### src/hw/rtl/text_command_line_decoder_assert.svh
// Assertion macros shared by the command line decoder RTL.
// Expects signals named clk and arst_n in the module that uses them.
`ifndef TEXT_COMMAND_LINE_DECODER_ASSERT_SVH
`define TEXT_COMMAND_LINE_DECODER_ASSERT_SVH

// Consequent checked in the same cycle as the antecedent.
`define TCLD_ASSERT_SAME(label, ante, cons, msg) \
	label: assert property (@(posedge clk) disable iff (!arst_n) (ante) |-> (cons)) \
		else $error(msg);

// Consequent checked in the cycle after the antecedent.
`define TCLD_ASSERT_NEXT(label, ante, cons, msg) \
	label: assert property (@(posedge clk) disable iff (!arst_n) (ante) |=> (cons)) \
		else $error(msg);

`endif

### src/hw/rtl/tcld_pkg.sv
// Types, codes and character helpers of the text command line decoder.
// No dependencies; used by tcld_parser and text_command_line_decoder.
package tcld_pkg;

	localparam int MAX_LINE_DEF = 64;
	localparam int CHANNELS_DEF = 4;

	localparam logic [7:0] CH_NUL   = 8'h00;
	localparam logic [7:0] CH_LF    = 8'h0A;
	localparam logic [7:0] CH_CR    = 8'h0D;
	localparam logic [7:0] CH_PLUS  = 8'h2B;
	localparam logic [7:0] CH_MINUS = 8'h2D;
	localparam logic [7:0] CH_ALL   = 8'hFF;

	typedef enum logic [2:0] {
		K_SET  = 3'd0,
		K_EN   = 3'd1,
		K_DIS  = 3'd2,
		K_RST  = 3'd3,
		K_GET  = 3'd4,
		K_NONE = 3'd7
	} kind_t;

	typedef enum logic [7:0] {
		PH_START = 8'b0000_0001,
		PH_KW1   = 8'b0000_0010,
		PH_KW2   = 8'b0000_0100,
		PH_ARG1  = 8'b0000_1000,
		PH_NUM1  = 8'b0001_0000,
		PH_ARG2  = 8'b0010_0000,
		PH_NUM2  = 8'b0100_0000,
		PH_STOP  = 8'b1000_0000
	} phase_t;

	typedef struct packed {
		logic mv;
		logic ch;
		logic dig;
		logic neg;
	} flags_t;

	typedef struct packed {
		phase_t      phase;
		kind_t       kind;
		logic [7:0]  ch_acc;
		logic [15:0] mv_acc;
		flags_t      flags;
	} parse_state_t;

	typedef struct packed {
		kind_t       command_kind;
		logic [7:0]  channel;
		logic [15:0] millivolts;
	} result_t;

	typedef struct packed {
		logic         emit;
		result_t      result;
		parse_state_t next_state;
	} step_out_t;

	function automatic logic is_ws(input logic [7:0] c);
		return (c == 8'h20) || (c >= 8'h09 && c <= 8'h0D);
	endfunction

	function automatic logic is_digit(input logic [7:0] c);
		return (c >= 8'h30) && (c <= 8'h39);
	endfunction

	function automatic logic is_eol(input logic [7:0] c);
		return (c == CH_CR) || (c == CH_LF);
	endfunction

	function automatic logic [7:0] upcase(input logic [7:0] c);
		return (c >= 8'h61 && c <= 8'h7A) ? c - 8'd32 : c;
	endfunction

	function automatic parse_state_t cleared_state();
		parse_state_t s;
		s.phase  = PH_START;
		s.kind   = K_NONE;
		s.ch_acc = '0;
		s.mv_acc = '0;
		s.flags  = '0;
		return s;
	endfunction

endpackage

### src/hw/rtl/tcld_parser.sv
// One parser step of the command line decoder: next parser state for one
// byte, and the decoded command when the byte ends a line. Uses tcld_pkg.
module tcld_parser #(
	parameter int CHANNELS = tcld_pkg::CHANNELS_DEF
) (
	input  logic [7:0]            rx_byte,
	input  tcld_pkg::parse_state_t state,
	input  logic                  line_empty,
	input  logic                  line_room,
	output tcld_pkg::step_out_t   step
);
	import tcld_pkg::*;

	function automatic logic [7:0] kw_second(input kind_t k);
		logic [7:0] r;
		case (k)
			K_SET:   r = "E";
			K_EN:    r = "N";
			K_DIS:   r = "I";
			K_RST:   r = "S";
			K_GET:   r = "E";
			default: r = 8'h00;
		endcase
		return r;
	endfunction

	function automatic logic [7:0] kw_third(input kind_t k);
		logic [7:0] r;
		case (k)
			K_SET:   r = "T";
			K_DIS:   r = "S";
			K_RST:   r = "T";
			K_GET:   r = "T";
			default: r = 8'h00;
		endcase
		return r;
	endfunction

	function automatic parse_state_t fail_line(input parse_state_t st);
		parse_state_t nx;
		nx = st;
		nx.kind = (st.kind == K_RST) ? K_RST : K_NONE;
		nx.phase = PH_STOP;
		return nx;
	endfunction

	function automatic parse_state_t add_digit(input parse_state_t st, input logic [7:0] c,
			input logic first);
		parse_state_t nx;
		logic [7:0] d;
		nx = st;
		d = c - 8'h30;
		// Multiply by ten as two shifts and an add; wraps to the field width.
		if (first) begin
			nx.ch_acc = {st.ch_acc[4:0], 3'b000} + {st.ch_acc[6:0], 1'b0} + d;
		end else begin
			nx.mv_acc = {st.mv_acc[12:0], 3'b000} + {st.mv_acc[14:0], 1'b0} + {8'd0, d};
		end
		nx.flags.dig = 1'b1;
		return nx;
	endfunction

	function automatic parse_state_t arg_step(input parse_state_t st, input logic [7:0] c,
			input logic first);
		parse_state_t nx;
		nx = st;
		if (is_ws(c)) begin
			nx = st;
		end else if (c == CH_PLUS) begin
			nx.phase = first ? PH_NUM1 : PH_NUM2;
		end else if (c == CH_MINUS) begin
			nx.flags.neg = 1'b1;
			nx.phase = first ? PH_NUM1 : PH_NUM2;
		end else if (is_digit(c)) begin
			nx.phase = first ? PH_NUM1 : PH_NUM2;
			nx = add_digit(nx, c, first);
		end else begin
			nx = fail_line(st);
		end
		return nx;
	endfunction

	function automatic parse_state_t feed(input parse_state_t st, input logic [7:0] c);
		parse_state_t nx;
		logic [7:0] u;
		nx = st;
		u = upcase(c);
		unique case (st.phase)
			PH_START: begin
				if (!is_ws(c)) begin
					nx.phase = PH_KW1;
					case (u)
						"S":     nx.kind = K_SET;
						"E":     nx.kind = K_EN;
						"D":     nx.kind = K_DIS;
						"R":     nx.kind = K_RST;
						"G":     nx.kind = K_GET;
						default: begin
							nx.kind = K_NONE;
							nx.phase = PH_STOP;
						end
					endcase
				end
			end
			PH_KW1: begin
				if (u != kw_second(st.kind)) begin
					nx.kind = K_NONE;
					nx.phase = PH_STOP;
				end else begin
					nx.phase = (st.kind == K_EN) ? PH_ARG1 : PH_KW2;
				end
			end
			PH_KW2: begin
				if (u != kw_third(st.kind)) begin
					nx.kind = K_NONE;
					nx.phase = PH_STOP;
				end else begin
					nx.phase = (st.kind == K_GET) ? PH_STOP : PH_ARG1;
				end
			end
			PH_ARG1: nx = arg_step(st, c, 1'b1);
			PH_ARG2: nx = arg_step(st, c, 1'b0);
			PH_NUM1: begin
				if (is_digit(c)) begin
					nx = add_digit(st, c, 1'b1);
				end else if (!st.flags.dig) begin
					nx = fail_line(st);
				end else begin
					if (st.flags.neg) begin
						nx.ch_acc = 8'd0 - st.ch_acc;
					end
					nx.flags = '0;
					nx.flags.ch = 1'b1;
					if (st.kind != K_SET) begin
						nx.phase = PH_STOP;
					end else begin
						// The terminating byte is also the first byte seen by the
						// second argument.
						nx.phase = PH_ARG2;
						nx = arg_step(nx, c, 1'b0);
					end
				end
			end
			PH_NUM2: begin
				if (is_digit(c)) begin
					nx = add_digit(st, c, 1'b0);
				end else if (!st.flags.dig) begin
					nx = fail_line(st);
				end else begin
					if (st.flags.neg) begin
						nx.mv_acc = 16'd0 - st.mv_acc;
					end
					nx.flags = '0;
					nx.flags.ch = 1'b1;
					nx.flags.mv = 1'b1;
					nx.phase = PH_STOP;
				end
			end
			default: nx = st;
		endcase
		return nx;
	endfunction

	parse_state_t fed;
	parse_state_t fin;
	logic         in_range;
	logic [7:0]   rst_ch;

	assign fed = feed(state, rx_byte);
	assign fin = feed(state, CH_NUL);
	assign in_range = fin.flags.ch && (fin.ch_acc >= 8'd1) && (fin.ch_acc <= 8'(CHANNELS));
	assign rst_ch = fin.flags.ch ? fin.ch_acc : 8'd0;

	always_comb begin
		step.emit = 1'b0;
		step.result.command_kind = fin.kind;
		step.result.channel = '0;
		step.result.millivolts = '0;
		step.next_state = state;
		if (is_eol(rx_byte)) begin
			if (!line_empty) begin
				step.next_state = cleared_state();
				unique case (fin.kind)
					K_GET: step.emit = 1'b1;
					K_RST: begin
						step.emit = 1'b1;
						step.result.channel = (rst_ch != 8'd0) ? rst_ch - 8'd1 : CH_ALL;
					end
					K_EN, K_DIS: begin
						step.emit = in_range;
						step.result.channel = fin.ch_acc - 8'd1;
					end
					K_SET: begin
						step.emit = in_range && fin.flags.mv;
						step.result.channel = fin.ch_acc - 8'd1;
						step.result.millivolts = fin.mv_acc;
					end
					default: step.emit = 1'b0;
				endcase
			end
		end else if (line_room && state.phase != PH_STOP) begin
			step.next_state = fed;
			// A zero byte ends the text of the line.
			if (rx_byte == CH_NUL) begin
				step.next_state.phase = PH_STOP;
			end
		end
	end

endmodule

### src/hw/rtl/text_command_line_decoder.sv
// Text command line decoder: takes received bytes and emits decoded commands.
// Top level; depends on tcld_pkg, tcld_parser and the assertion macro header.
//
// Usage:
//   Bytes enter on the s_ channel, one per request, in s_tdata[7:0].
//   CR or LF ends a non-empty line; the line's command (SET ch mV, EN ch,
//   DIS ch, RST [ch], GET, keywords case-insensitive) leaves on the m_
//   channel if it parses, else nothing; GET and RST emit whatever follows.
//   Throughput is one byte per cycle while the receiver takes results: each
//   byte is held in an input register and one pass of the parser logic
//   updates the parser state and loads the result register.
//   The line-end byte passes through the input register, and the result of
//   its line is registered in the result register that drives m_tvalid.
//   When the receiver stalls with a result waiting, one more byte is taken
//   into the input register and s_tready then drops until the result goes.
//   Reset clears the parser, the line length and both valid flags; no
//   result is pending afterwards.
`include "text_command_line_decoder_assert.svh"

module text_command_line_decoder #(
	parameter int MAX_LINE = tcld_pkg::MAX_LINE_DEF,
	parameter int CHANNELS = tcld_pkg::CHANNELS_DEF
) (
	input  logic        clk,
	input  logic        arst_n,
	input  logic        s_tvalid,
	output logic        s_tready,
	input  logic [7:0]  s_tdata,   // [7:0] rx_byte
	output logic        m_tvalid,
	input  logic        m_tready,
	output logic [31:0] m_tdata    // [2:0] command_kind, [10:3] channel, [26:11] millivolts
);
	import tcld_pkg::*;

	localparam int LEN_W = $clog2(MAX_LINE);

	logic [7:0]   byte_s1;
	logic         valid_s1;
	result_t      result_s2;
	logic         out_valid_s2;
	parse_state_t state_q;
	logic [LEN_W-1:0] len_q;

	logic         advance;
	logic         line_room;
	step_out_t    step;

	assign advance = valid_s1 && (!out_valid_s2 || m_tready);
	assign s_tready = !valid_s1 || advance;
	assign line_room = len_q < LEN_W'(MAX_LINE - 1);

	tcld_parser #(
		.CHANNELS(CHANNELS)
	) u_parser (
		.rx_byte   (byte_s1),
		.state     (state_q),
		.line_empty(len_q == '0),
		.line_room (line_room),
		.step      (step)
	);

	always_ff @(posedge clk or negedge arst_n) begin
		if (!arst_n) begin
			valid_s1 <= 1'b0;
		end else if (s_tvalid && s_tready) begin
			valid_s1 <= 1'b1;
		end else if (advance) begin
			valid_s1 <= 1'b0;
		end
	end

	always_ff @(posedge clk) begin
		if (s_tvalid && s_tready) begin
			byte_s1 <= s_tdata;
		end
	end

	always_ff @(posedge clk or negedge arst_n) begin
		if (!arst_n) begin
			state_q <= cleared_state();
			len_q <= '0;
			out_valid_s2 <= 1'b0;
		end else begin
			if (advance) begin
				state_q <= step.next_state;
				out_valid_s2 <= step.emit;
				if (is_eol(byte_s1)) begin
					len_q <= '0;
				end else if (line_room) begin
					len_q <= len_q + LEN_W'(1);
				end
			end else if (m_tready) begin
				out_valid_s2 <= 1'b0;
			end
		end
	end

	always_ff @(posedge clk) begin
		if (advance && step.emit) begin
			result_s2 <= step.result;
		end
	end

	assign m_tvalid = out_valid_s2;
	assign m_tdata = {5'd0, result_s2.millivolts, result_s2.channel, result_s2.command_kind};

	`TCLD_ASSERT_SAME(a_mv_only_for_set,
		out_valid_s2 && result_s2.command_kind != K_SET, result_s2.millivolts == 16'd0,
		"millivolts nonzero on a command other than SET")
	`TCLD_ASSERT_SAME(a_en_dis_channel_range,
		out_valid_s2 && (result_s2.command_kind == K_EN || result_s2.command_kind == K_DIS),
		result_s2.channel < 8'(CHANNELS),
		"EN or DIS channel out of range")
	`TCLD_ASSERT_SAME(a_line_length_bound, 1'b1, len_q <= LEN_W'(MAX_LINE - 1),
		"line length beyond its limit")
	`TCLD_ASSERT_NEXT(a_line_end_clears, advance && is_eol(byte_s1),
		len_q == '0 && state_q.phase == PH_START,
		"parser not cleared after a line end")

endmodule
### config.mk
export PLATFORM = sky130hd
export DESIGN_NAME = text_command_line_decoder
export DESIGN_NICKNAME = d
export VERILOG_FILES = /design/src/hw/rtl/tcld_pkg.sv /design/src/hw/rtl/tcld_parser.sv /design/src/hw/rtl/text_command_line_decoder.sv
export VERILOG_INCLUDE_DIRS = /design/src /design/src/hw/rtl
export SDC_FILE = /design/constraint.sdc
export NUM_CORES = 1
export LEC_CHECK = 0
export BUFFER_PORTS_ARGS = -buffer_cell sky130_fd_sc_hd__buf_4
export CORE_MARGIN = 2
export CORE_UTILIZATION = 65
export DETAILED_ROUTE_END_ITERATION = 8
export PLACE_DENSITY_LB_ADDON = 0.08
export SETUP_SLACK_MARGIN = 0.1
export SYNTH_ARGS = -nofsm -noshare
export SYNTH_HDL_FRONTEND = slang
export SYNTH_HIERARCHICAL = 1
export SYNTH_SLANG_ARGS = --single-unit
### constraint.sdc
create_clock -name clk -period 10 [get_ports clk]
set_clock_uncertainty 0.05 [all_clocks]
set_input_delay 1.5 -clock clk [delete_from_list [all_inputs] [get_ports clk]]
set_output_delay 1.5 -clock clk [all_outputs]
set_load 0.005 [all_outputs]
# Word level (Yosys, flattened, before mapping)
# Index checks and enable logic that the tools add are counted.
word_totals:
  in_bits: 12
  word_cells: 226
  regBits: 82
op_classes:
  eq_ne: 60
  add_sub_neg: 11
  n_reduce_logical: 51
  n_mux: 78
  bitwise_logic: 2
  magnitude_cmp: 9
ops:
  columns: ["op", "n"]
  rows:
  - ["$mux W39", 18]
  - ["$mux W31", 6]
  - ["$mux W8", 21]
  - ["$pmux W28 S4", 1]
  - ["$mux W30", 3]
  - ["$pmux W11 S7", 1]
  - ["$pmux W28 S2", 1]
  - ["$eq A8 B7 Y1 const B", 6]
  - ["$ne A3 B3 Y1 const B", 12]
  - ["$ne A4 B4 Y1 const B", 9]
  - ["$eq A8 B6 Y1 const B", 4]
  - ["$reduce_bool A8 Y1", 4]
  - ["$pmux W7 S4", 1]
  - ["$eq A8 B4 Y1 const B", 3]
  - ["$mux W11", 2]
  - ["$reduce_and A21 Y1", 1]
  - ["$mux W20", 1]
  - ["$ne A3 B2 Y1 const B", 6]
  - ["$pmux W3 S6", 1]
  - ["$reduce_and A9 Y1", 2]
  - ["$add A16 B16 Y16", 1]
  - ["$add A16 B8 Y16", 1]
  - ["$add A8 B8 Y8", 2]
  - ["$mux W16", 1]
  - ["53 further kinds", 103]

# Depth between registers and ports, before layout
# Gate-level depths: netlist of the first run.
logic_depth:
  depth_word: 22
  depth_mapped: 16
  mapped_depth_nobuf: 15

# Cells and area by module
# Netlist of the first run, hierarchy kept.
by_module_without_submodules:
  columns: ["module", "cells_per_inst", "instances", "seq_area_each_um2", "area_per_inst_um2"]
  rows:
  - ["tcld_parser", 772, 1, 0.0, 5257.5]
  - ["text_command_line_decoder", 258, 1, 2232.1, 3100.5]

# Worst setup path after synthesis of the first run
# Ideal clock, no wire load.
synth_timing:
  path_type: "register to register"
  start: "register state_q[32] (netlist bit)"
  end: "register result_s2, in the netlist m_tdata[0] (enable)"
  arrival_ns: 3.502
  required_ns: 9.564
  n_path_buf: 2
  stages_incl_launch_ff: 12
  path_slack_ns: 6.061
  path_cell_list: "dfrtp_1 buf_2 or3_1 buf_2 nor3_2 mux2i_1 ha_1 nor2_1 nor4b_2 o22ai_1 a211oi_1 and3_1"
synth_rtl:
  columns: ["element", "line_no", "rtl"]
  rows:
  - ["start, declared", "text_command_line_decoder.sv:41", "parse_state_t state_q;"]
  - ["start signal, assigned", "text_command_line_decoder.sv:80", "state_q <= cleared_state();"]
  - ["start signal, assigned", "text_command_line_decoder.sv:85", "state_q <= step.next_state;"]
  - ["end signal, assigned", "text_command_line_decoder.sv:100", "result_s2 <= step.result;"]
  - ["end, declared", "text_command_line_decoder.sv:39", "result_t result_s2;"]

==> results of run 1 <==
[worst reg2reg max path, delay by kind of cell, from the launching register on]
kind	cells	cell delay, ns
AOI/OAI and AO/OA	4	0.89
xor gates and xnor gates	1	0.55
buffers and inverters	1	0.17
DFF	1	0.53
adders and majority gates	1	0.25
and+or+nand+nor	3	1.86
[Yosys cell counts (all sizes together) (6+ instances only)]
master	number
dfrtp	43
nor2b	9
nand2	200
a21oi	60
a32o	6
xnor2	43
o21bai	6
or2	7
nor3	21
o211ai	6
and3	18
o22ai	13
nor4	12
a211oi	9
inv	31
clkbuf	40
nand3b	7
nor3b	12
nor4b	7
nand3	24
and2	8
nor2	79
ha	44
fa	11
or3	8
a21o	11
xor2	20
nand2b	10
o21ai	54
edfxtp	35
a31oi	8
o21a	10
buf	26
o31ai	9
nand4	11
[routing by layer]
layer	routed length [um]	track usage, %	vias to the layer above	share of wire (%)
met2	11100	54.9	471	45
met3	2160	7.30	95	8.8
met4	1200	18.5	0	4.9
li1	-	-	3727	-
met1	10100	48.0	3813	41
met5	0	0	-	0
[cells in the final DEF, fill, tap and decap left out, types with 20 or more instances in the layout]
master and n:
nand2_1 200, nor2_1 67, a21oi_1 60, o21ai_0 50
ha_1 44, buf_4 44, dfrtp_1 43, xnor2_1 43
edfxtp_1 35, inv_1 31, nand3_1 24, xor2_1 20
[logic make-up (layout without fill, tap and decap cells)]
kind of cell | count (synthesis) | after routing | synth area share (%)
AOI/OAI and AO/OA | 268 | 268 | 22.6
buffers and inverters | 97 | 90 | 5.42
adders and majority gates | 55 | 55 | 9.22
xor gates and xnor gates | 63 | 63 | 6.60
other | 1 | 5 | 0.0449
and+or+nand+nor | 457 | 457 | 28.5
muxes | 7 | 7 | 0.868
DFF | 82 | 82 | 26.7
[metrics by stage]
step / cells / area (um^2) / total power, mW
floorplan: 1034 / 8370 / 0.707
global placement: 1184 / 8580 / 0.794
detailed placement: 1184 / 8580 / 0.797
CTS: 1199 / 8900 / 1.16
global route: 1199 / 8900 / 1.22
finish: 1199 / 8900 / 1.17
[worst max path at each step]
stage / slack [ns] / cells after the start / end / startpoint
2_1_floorplan: 6.06 / 11 / m_tdata[0] / state_q[32]
3_3_place_gp: 5.62 / 9 / m_tdata[20] / state_q[32]
4_1_cts: 5.38 / 10 / m_tdata[14] / state_q[20]
6_report: 5.30 / 10 / m_tdata[26] / state_q[21]
3_5_place_dp: 5.41 / 10 / m_tdata[21] / state_q[20]
5_1_grt: 4.99 / 10 / m_tdata[22] / state_q[21]
[area by class of cell]
class	instances	area [um^2]
Multi-Input combinational cell	855	5690
Inverter	31	116
Tap cell	172	215
Clock buffer	9	225
Sequential cell	82	2230
Clock inverter	6	90.1
Fill cell	1029	3670
Timing Repair Buffer	44	330
[state kept, by name (all words and copies together) (netlist names)]
name	flops
m_tdata	27
state_q	39
len_q	6
valid_s1	1
byte_s1	8
m_tvalid	1
[power by group through the flow]
| stage | Combinational [mW] | Clock, mW | Sequential (mW) |
|---|---|---|---|
| 3_5_place_dp | 0.339 | 0 | 0.459 |
| 6_report | 0.354 | 0.363 | 0.456 |
| 4_1_cts | 0.342 | 0.368 | 0.452 |
| 5_1_grt | 0.380 | 0.380 | 0.463 |
| 2_1_floorplan | 0.297 | 0 | 0.410 |
| 3_3_place_gp | 0.336 | 0 | 0.458 |
==> flow_summary.toml, run 1 <==
[floorplan]
coreArea_um2 = 12600
die_area_um2 = 13800
die_w_um = 117
chipHeight_um = 117
fp-row-count = 41
start_util_pct = 66.5
ios = 46

[power]
pwr-share-seq_pct = 38.9
p_leak_nw = 3.83
peakVddDrop_v = 0.000105
p_clk_share_pct = 30.9
netSwitchingFraction_pct = 37.7
switchingPower_mw = 0.442
internal_power_mw = 0.731
p_per_area_nw_per_um2 = 132
p_comb_share_pct = 30.2

[synthesis]
yosysTopAreaCell = "dfrtp_1"
yosysWarnings = 6
ys_seq_elements = 82
syn_area_um2 = 8360
synthTopCellsByArea = "dfrtp_1 (13%), edfxtp_1 (13%), nand2_1 (9.0%)"
async_flop_share_pct = 57.3
synth_cell_types = 104
synthCells = 1030
ys.flop_type = "dfrtp_1"
synth_top_area_share_pct = 12.9
avgSynthCellArea_um2 = 8.11
yosysSeqAreaShare_pct = 26.7
synth_edf_count = 35

[layout]
final_util_pct = 70.8
antenna_cells = 0
syn_to_final_growth_pct = 6.45
post_route_cells_drive_above_1_share_pct = 10.9
nets = 1090

[routing]
wire_per_inst_um = 20.5
vias = 8106
drtIter0Drc = 1180
via_per_inst = 6.76
wl_mm = 24.6
drtPass1Iterations = 7
postRouteAntennaNets = 0
drc = 0

[clock_tree]
numCtsBuffers = 9
clockRootBuffer = "clkbuf_16"
path_clk_slew_ns = 0.07
cts_tree = "yes"
cts_max_path_buffers = 2
h-tree-depth = 3
clk_latency_ns = 0.36
cts_resized = 0
postCtsSetupRepairBufs = 0
hold_buffers = 0
cts_sinks = 82

[worst_hold_path]
hold_end = "state_q[3]"
hold_class = "reg2reg"
min-delay-start = "state_q[3]"
min_path_cells = 2

[placement]
gp_congestion = 0.975
preCtsSetupSlack_ns = 5.41
port_buffers = 40
dp_hpwl_mm = 17.3

[critical_path]
path_max_fanout = 27
crit_buf_inv = 1
cpMaxStageDelayCell = "and3_1"
cp-start-kind = "register"
r2r_cells = 10
critical-path-top-delay-family = "simple AND/OR/NAND/NOR gates"
r2r_start = "state_q[21]"
slowest_delay_ns = 1.04
cp.required_ns = 9.92
worstSetupPathType = "reg2reg"
cp-end-kind = "register"
reg2reg_slack_ns = 5.30
path_cells = "inv_1 -> ha_1 -> nor3b_2 -> a2111oi_1 -> xnor2_1 -> o211ai_1 -> nor4b_2 -> o22ai_1 -> a211oi_1 -> and3_1"
worstReg2RegEnd = "m_tdata[26]"
worstPathArrival_ns = 4.61

[grt]
grt_max_degree = 48
grt_pass1_wl_mm = 40.0
overflow = 0
antenna_found_initial = 0
grt_util_all_layers_pct = 35.8
grt_pass1_vias = 7739

[sta]
drv_slew = 0
setup_viol = 0
min_period_ns = 4.70
relSlewSlack_pct = 18.0
finalSetupTns_ns = 0
worst_slack_ns = 5.30
clock.fmax_mhz = 213
whs_ns = 0.476
rsz0062_at_grt = "no"
post-route-period-util_pct = 47.0
worst_pin_slew_ns = 1.23
finalHoldViolations = 0

[flow_run]
drv_cap = 0

[status]
run_status = "finished, final reports clean"
(Power assumes the default switching activity.)
==> run 2, diff against run 1 <==
--- a/config.mk
+++ b/config.mk
@@ -8,7 +8,7 @@
 export LEC_CHECK = 0
 export BUFFER_PORTS_ARGS = -buffer_cell sky130_fd_sc_hd__buf_4
 export CORE_MARGIN = 2
-export CORE_UTILIZATION = 65
+export CORE_UTILIZATION = 57
 export DETAILED_ROUTE_END_ITERATION = 8
 export PLACE_DENSITY_LB_ADDON = 0.08
 export SETUP_SLACK_MARGIN = 0.1
==> constraint.sdc (replaced) <==
create_clock -name clk -period 3.8 [get_ports clk]
set_clock_uncertainty 0.05 [all_clocks]
set_input_delay 0.57 -clock clk [delete_from_list [all_inputs] [get_ports clk]]
set_output_delay 0.57 -clock clk [all_outputs]
set_load 0.005 [all_outputs]
==> flow_summary.toml, run 2 (same netlist as run 1, synthesis figures left out) <==
[layout]
post_route_cells_drive_above_1_share_pct = 15.5
num-fill-cells = 1317
layout_commonest_cell = "nand2_1"
syn_to_final_growth_pct = 11.2
regMostFlops = "state_q"
antenna_cells = 0
nets = 1139
final_cells = 1261
finalInstanceArea_um2 = 9290
final_cell_mix = "nand2_1 (200), buf_4 (92), nor2_1 (67), a21oi_1 (60), o21ai_0 (50)"
largest_register_ffs = 39

[sta]
min_period_ns = 3.44
worst_pin_slew_ns = 0.911
rsz0062_at_grt = "no"
worst_slack_ns = 0.364
clock.fmax_mhz = 291
finalSetupTns_ns = 0
post-route-period-util_pct = 90.4
setup_viol = 0
relSlewSlack_pct = 39.3
finalHoldViolations = 0
drv_slew = 0

[critical_path]
r2r_start = "state_q[37]"
crit_path_end = "m_tdata[15]"
startpoint = "state_q[37]"
worstSetupPathType = "reg2reg"
cp.required_ns = 3.81
worstReg2RegEnd = "m_tdata[15]"
r2r_cells = 11
reg2reg_slack_ns = 0.36
cp-start-kind = "register"
cp-end-kind = "register"
worstPathArrival_ns = 3.45
path_max_fanout = 27

[grt]
antenna_found_initial = 0
overflow = 0
grt_util_all_layers_pct = 31.5
grt_max_degree = 48
grt_pass1_wl_mm = 39.8
grt_pass1_vias = 7464

[routing]
via_per_inst = 6.44
postRouteAntennaNets = 0
wire_per_inst_um = 19.3
wl_mm = 24.4
drtPass1Iterations = 5
drtIter0Drc = 840
drc = 0
vias = 8124

[clock_tree]
postCtsSetupRepairBufs = 0
cts_max_path_buffers = 2
numCtsBuffers = 9
path_clk_slew_ns = 0.07
clockRootBuffer = "clkbuf_16"
h-tree-depth = 3
cts_tree = "yes"
clk_latency_ns = 0.36
cts_sinks = 82

[placement]
dpl-instance-area_um2 = 8980
place_inst = 1245
dp_hpwl_mm = 18.3
preCtsSetupSlack_ns = 0.212
port_buffers = 40
gp_congestion = 0.988

[status]
run_status = "finished, final reports clean"

[flow_run]
drv_cap = 0

[floorplan]
chipHeight_um = 125
coreArea_um2 = 14400
ios = 46
fp-row-count = 44
die_area_um2 = 15600
start_util_pct = 57.9
die_w_um = 125

[power]
peakVddDrop_v = 0.000225
p_leak_nw = 4.06
total_power_mw = 3.07
p_per_area_nw_per_um2 = 331

[worst_hold_path]
hold_class = "in2async"
run 2: changes by cell type in the layout (fill, tap and decap cells not counted), moves of 2 or more:
cell        delta
bufinv_16      -2
clkinvlp_4     +2
clkinv_4       -2
buf_4         +48
inv_8          +4
run 2: worst min-delay path by stage:
stage                     startpoint    endpoint  depth (start not counted)
after floorplan               arst_n    len_q[0]                          0
after global placement    state_q[3]  state_q[3]                          2
after detailed placement  state_q[3]  state_q[3]                          2
after CTS                     arst_n    len_q[1]                          1
after global routing          arst_n    len_q[1]                          1
final                         arst_n    len_q[1]                          1
run 2: what timing repair did:
| item | 4_1_cts | 5_1_grt |
|---|---|---|
| setup endpoints to repair | 0 | 28 |
| gates resized for setup | 0 | 4 |
| endpoints found under the hold margin | 0 | 0 |
| hold buffers | 0 | 0 |
run 2: final cells by class:
class                           count  area (um^2)  share of cell area (%)
Timing Repair Buffer               93          711                    7.65
Clock buffer                        9          225                    2.42
Inverter                           31          116                    1.25
Clock inverter                      7         68.8                   0.741
Tap cell                          184          230                    2.48
Multi-Input combinational cell    855         5710                    61.4
Sequential cell                    82         2230                    24.0
run 2: stage by stage:
step	util, %	hold WS [ns]
final	64.4	0.195
after global routing	64.4	0.258
after CTS	64.3	0.227
after detailed placement	62.2	0.449
after global placement	62.2	0.443
after floorplan	-	0.224
run 2: report_power, final:
| part | total, mW | internal, mW | switching, mW | leakage [nW] |
|---|---|---|---|---|
| logic | 1.07 | 0.406 | 0.668 | 2.92 |
| clock network | 0.890 | 0.464 | 0.426 | 0.140 |
| registers | 1.11 | 1.00 | 0.107 | 1.00 |
| total | 3.07 | 1.87 | 1.20 | 4.06 |
run 2: routing by layer:
layer / vias up / GRT usage [%] / routed length, um
met5: - / 0 / 0
met2: 404 / 47.2 / 10700
li1: 3823 / - / -
met3: 40 / 6.72 / 2440
met4: 0 / 9.93 / 531
met1: 3857 / 45.8 / 10700
run 2: worst max-delay path, cell delays in order (launching register included):
cell and delay, ns:
dfrtp_1 0.45, or4_4 0.62, nor3_4 0.25, mux2i_1 0.28, buf_4 0.18, ha_1 0.13, nand3b_1 0.09, nor4b_2 0.25
o22ai_1 0.16, a211oi_2 0.26, and3_2 0.24, buf_12 0.19
==> run 3, diff against run 2 <==
--- a/config.mk
+++ b/config.mk
@@ -11,6 +11,7 @@
 export CORE_UTILIZATION = 57
 export DETAILED_ROUTE_END_ITERATION = 8
 export PLACE_DENSITY_LB_ADDON = 0.08
+export REMOVE_ABC_BUFFERS = 1
 export SETUP_SLACK_MARGIN = 0.1
 export SYNTH_ARGS = -nofsm -noshare
 export SYNTH_HDL_FRONTEND = slang
==> flow_summary.toml, run 3 (same netlist as run 1, synthesis figures left out) <==
[status]
run_status = "finished, final reports clean"

[sta]
clock.fmax_mhz = 283
finalHoldViolations = 0
post-route-period-util_pct = 92.9
drv_slew = 0
rsz0062_at_grt = "no"
setup_viol = 0
relSlewSlack_pct = 51.5
min_period_ns = 3.53
worst_pin_slew_ns = 0.722
worst_slack_ns = 0.269

[routing]
postRouteAntennaNets = 0
wire_per_inst_um = 20.1
vias = 8167
drtIter0Drc = 960
drc = 0
drtPass1Iterations = 6
via_per_inst = 6.49
wl_mm = 25.3

[power]
p_comb_share_pct = 32.2
internal_power_mw = 2.05
netSwitchingFraction_pct = 37.0
p_leak_nw = 4.09
p_clk_share_pct = 32.8
switchingPower_mw = 1.21
pwr-share-seq_pct = 35.0
p_per_area_nw_per_um2 = 347
peakVddDrop_v = 0.000254
total_power_mw = 3.26

[critical_path]
worstPathArrival_ns = 3.54
worstReg2RegEnd = "m_tdata[13]"
path_cells = "or4_4 -> nor3_4 -> mux2i_4 -> ha_1 -> nor2_1 -> nor4b_2 -> o22ai_1 -> a211oi_1 -> and3_1 -> buf_12"
r2r_start = "state_q[37]"
crit_buf_inv = 1
reg2reg_slack_ns = 0.27
critical-path-top-delay-family = "simple AND/OR/NAND/NOR gates"
cp-end-kind = "register"
path_max_fanout = 27
slowest_delay_ns = 0.59
cp-start-kind = "register"
r2r_cells = 10
worstSetupPathType = "reg2reg"
cpMaxStageDelayCell = "or4_4"
cp.required_ns = 3.81

[layout]
post_route_cells_drive_above_1_share_pct = 15.6
final_cell_mix = "nand2_1 (200), buf_4 (89), nor2_1 (67), a21oi_1 (60), o21ai_0 (50)"
layout_commonest_cell = "nand2_1"
num-fill-cells = 1268
regMostFlops = "state_q"
finalInstanceArea_um2 = 9390
nets = 1136
largest_register_ffs = 39
syn_to_final_growth_pct = 12.4
antenna_cells = 0

[grt]
grt_max_degree = 48
grt_pass1_wl_mm = 41.1
grt_util_all_layers_pct = 32.5
grt_pass1_vias = 7734
antenna_found_initial = 0
overflow = 0

[placement]
preCtsSetupSlack_ns = 0.159
dpl-instance-area_um2 = 8950
dp_hpwl_mm = 18.3
gp_congestion = 0.988
port_buffers = 40

[worst_hold_path]
hold_class = "in2async"

[floorplan]
die_w_um = 125
ios = 46
start_util_pct = 57.9
fp-row-count = 44
chipHeight_um = 125
die_area_um2 = 15600
coreArea_um2 = 14400

[flow_run]
drv_cap = 0

[clock_tree]
cts_max_path_buffers = 2
clk_latency_ns = 0.36
cts_sinks = 82
cts_resized = 0
path_clk_slew_ns = 0.07
cts_tree = "yes"
postCtsSetupRepairBufs = 0
numCtsBuffers = 9
hold_buffers = 0
h-tree-depth = 3
clockRootBuffer = "clkbuf_16"
==> run 3: cell type report <==
cell class | count | area, um^2 | area share [%]
Inverter | 31 | 116 | 1.24
Sequential cell | 82 | 2230 | 23.8
Clock inverter | 7 | 130 | 1.39
Timing Repair Buffer | 90 | 688 | 7.33
Clock buffer | 9 | 225 | 2.40
Multi-Input combinational cell | 855 | 5770 | 61.4
Tap cell | 184 | 230 | 2.45
==> run 3: power groups by stage <==
stage | combinational (mW) | clock [mW] | sequential (mW)
floorplan | 0.667 | 0 | 1.15
global placement | 0.984 | 0 | 1.15
detailed placement | 0.997 | 0 | 1.15
CTS | 1.00 | 1.09 | 1.14
global route | 1.14 | 1.12 | 1.16
finish | 1.05 | 1.07 | 1.14
==> run 3: per-stage QoR <==
step	setup TNS (ns)	util (%)	instances	hold WS, ns
after floorplan	-2.03	-	968	0.224
after detailed placement	0	62.1	1242	0.445
after global placement	0	62.1	1242	0.438
after global routing	0	65.1	1258	0.269
after CTS	0	64.5	1258	0.230
final	0	65.1	1258	0.207
==> run 3: worst max-delay path by stage <==
stage                     start     endpoint  cells past startpoint
floorplan           state_q[37]   m_tdata[0]                      9
global placement    state_q[37]  m_tdata[20]                     10
detailed placement  state_q[37]  m_tdata[20]                     10
CTS                 state_q[37]  m_tdata[20]                     10
global route        state_q[36]  m_tdata[13]                     10
finish              state_q[37]  m_tdata[13]                     10
==> run 3: per-layer routing <==
metal	share of wire (%)	global-route usage (%)	vias up
met4	3.6	13.2	0
met3	7.6	4.88	77
met2	46	51.4	407
li1	-	-	3815
met1	43	44.9	3868
met5	0	0	-
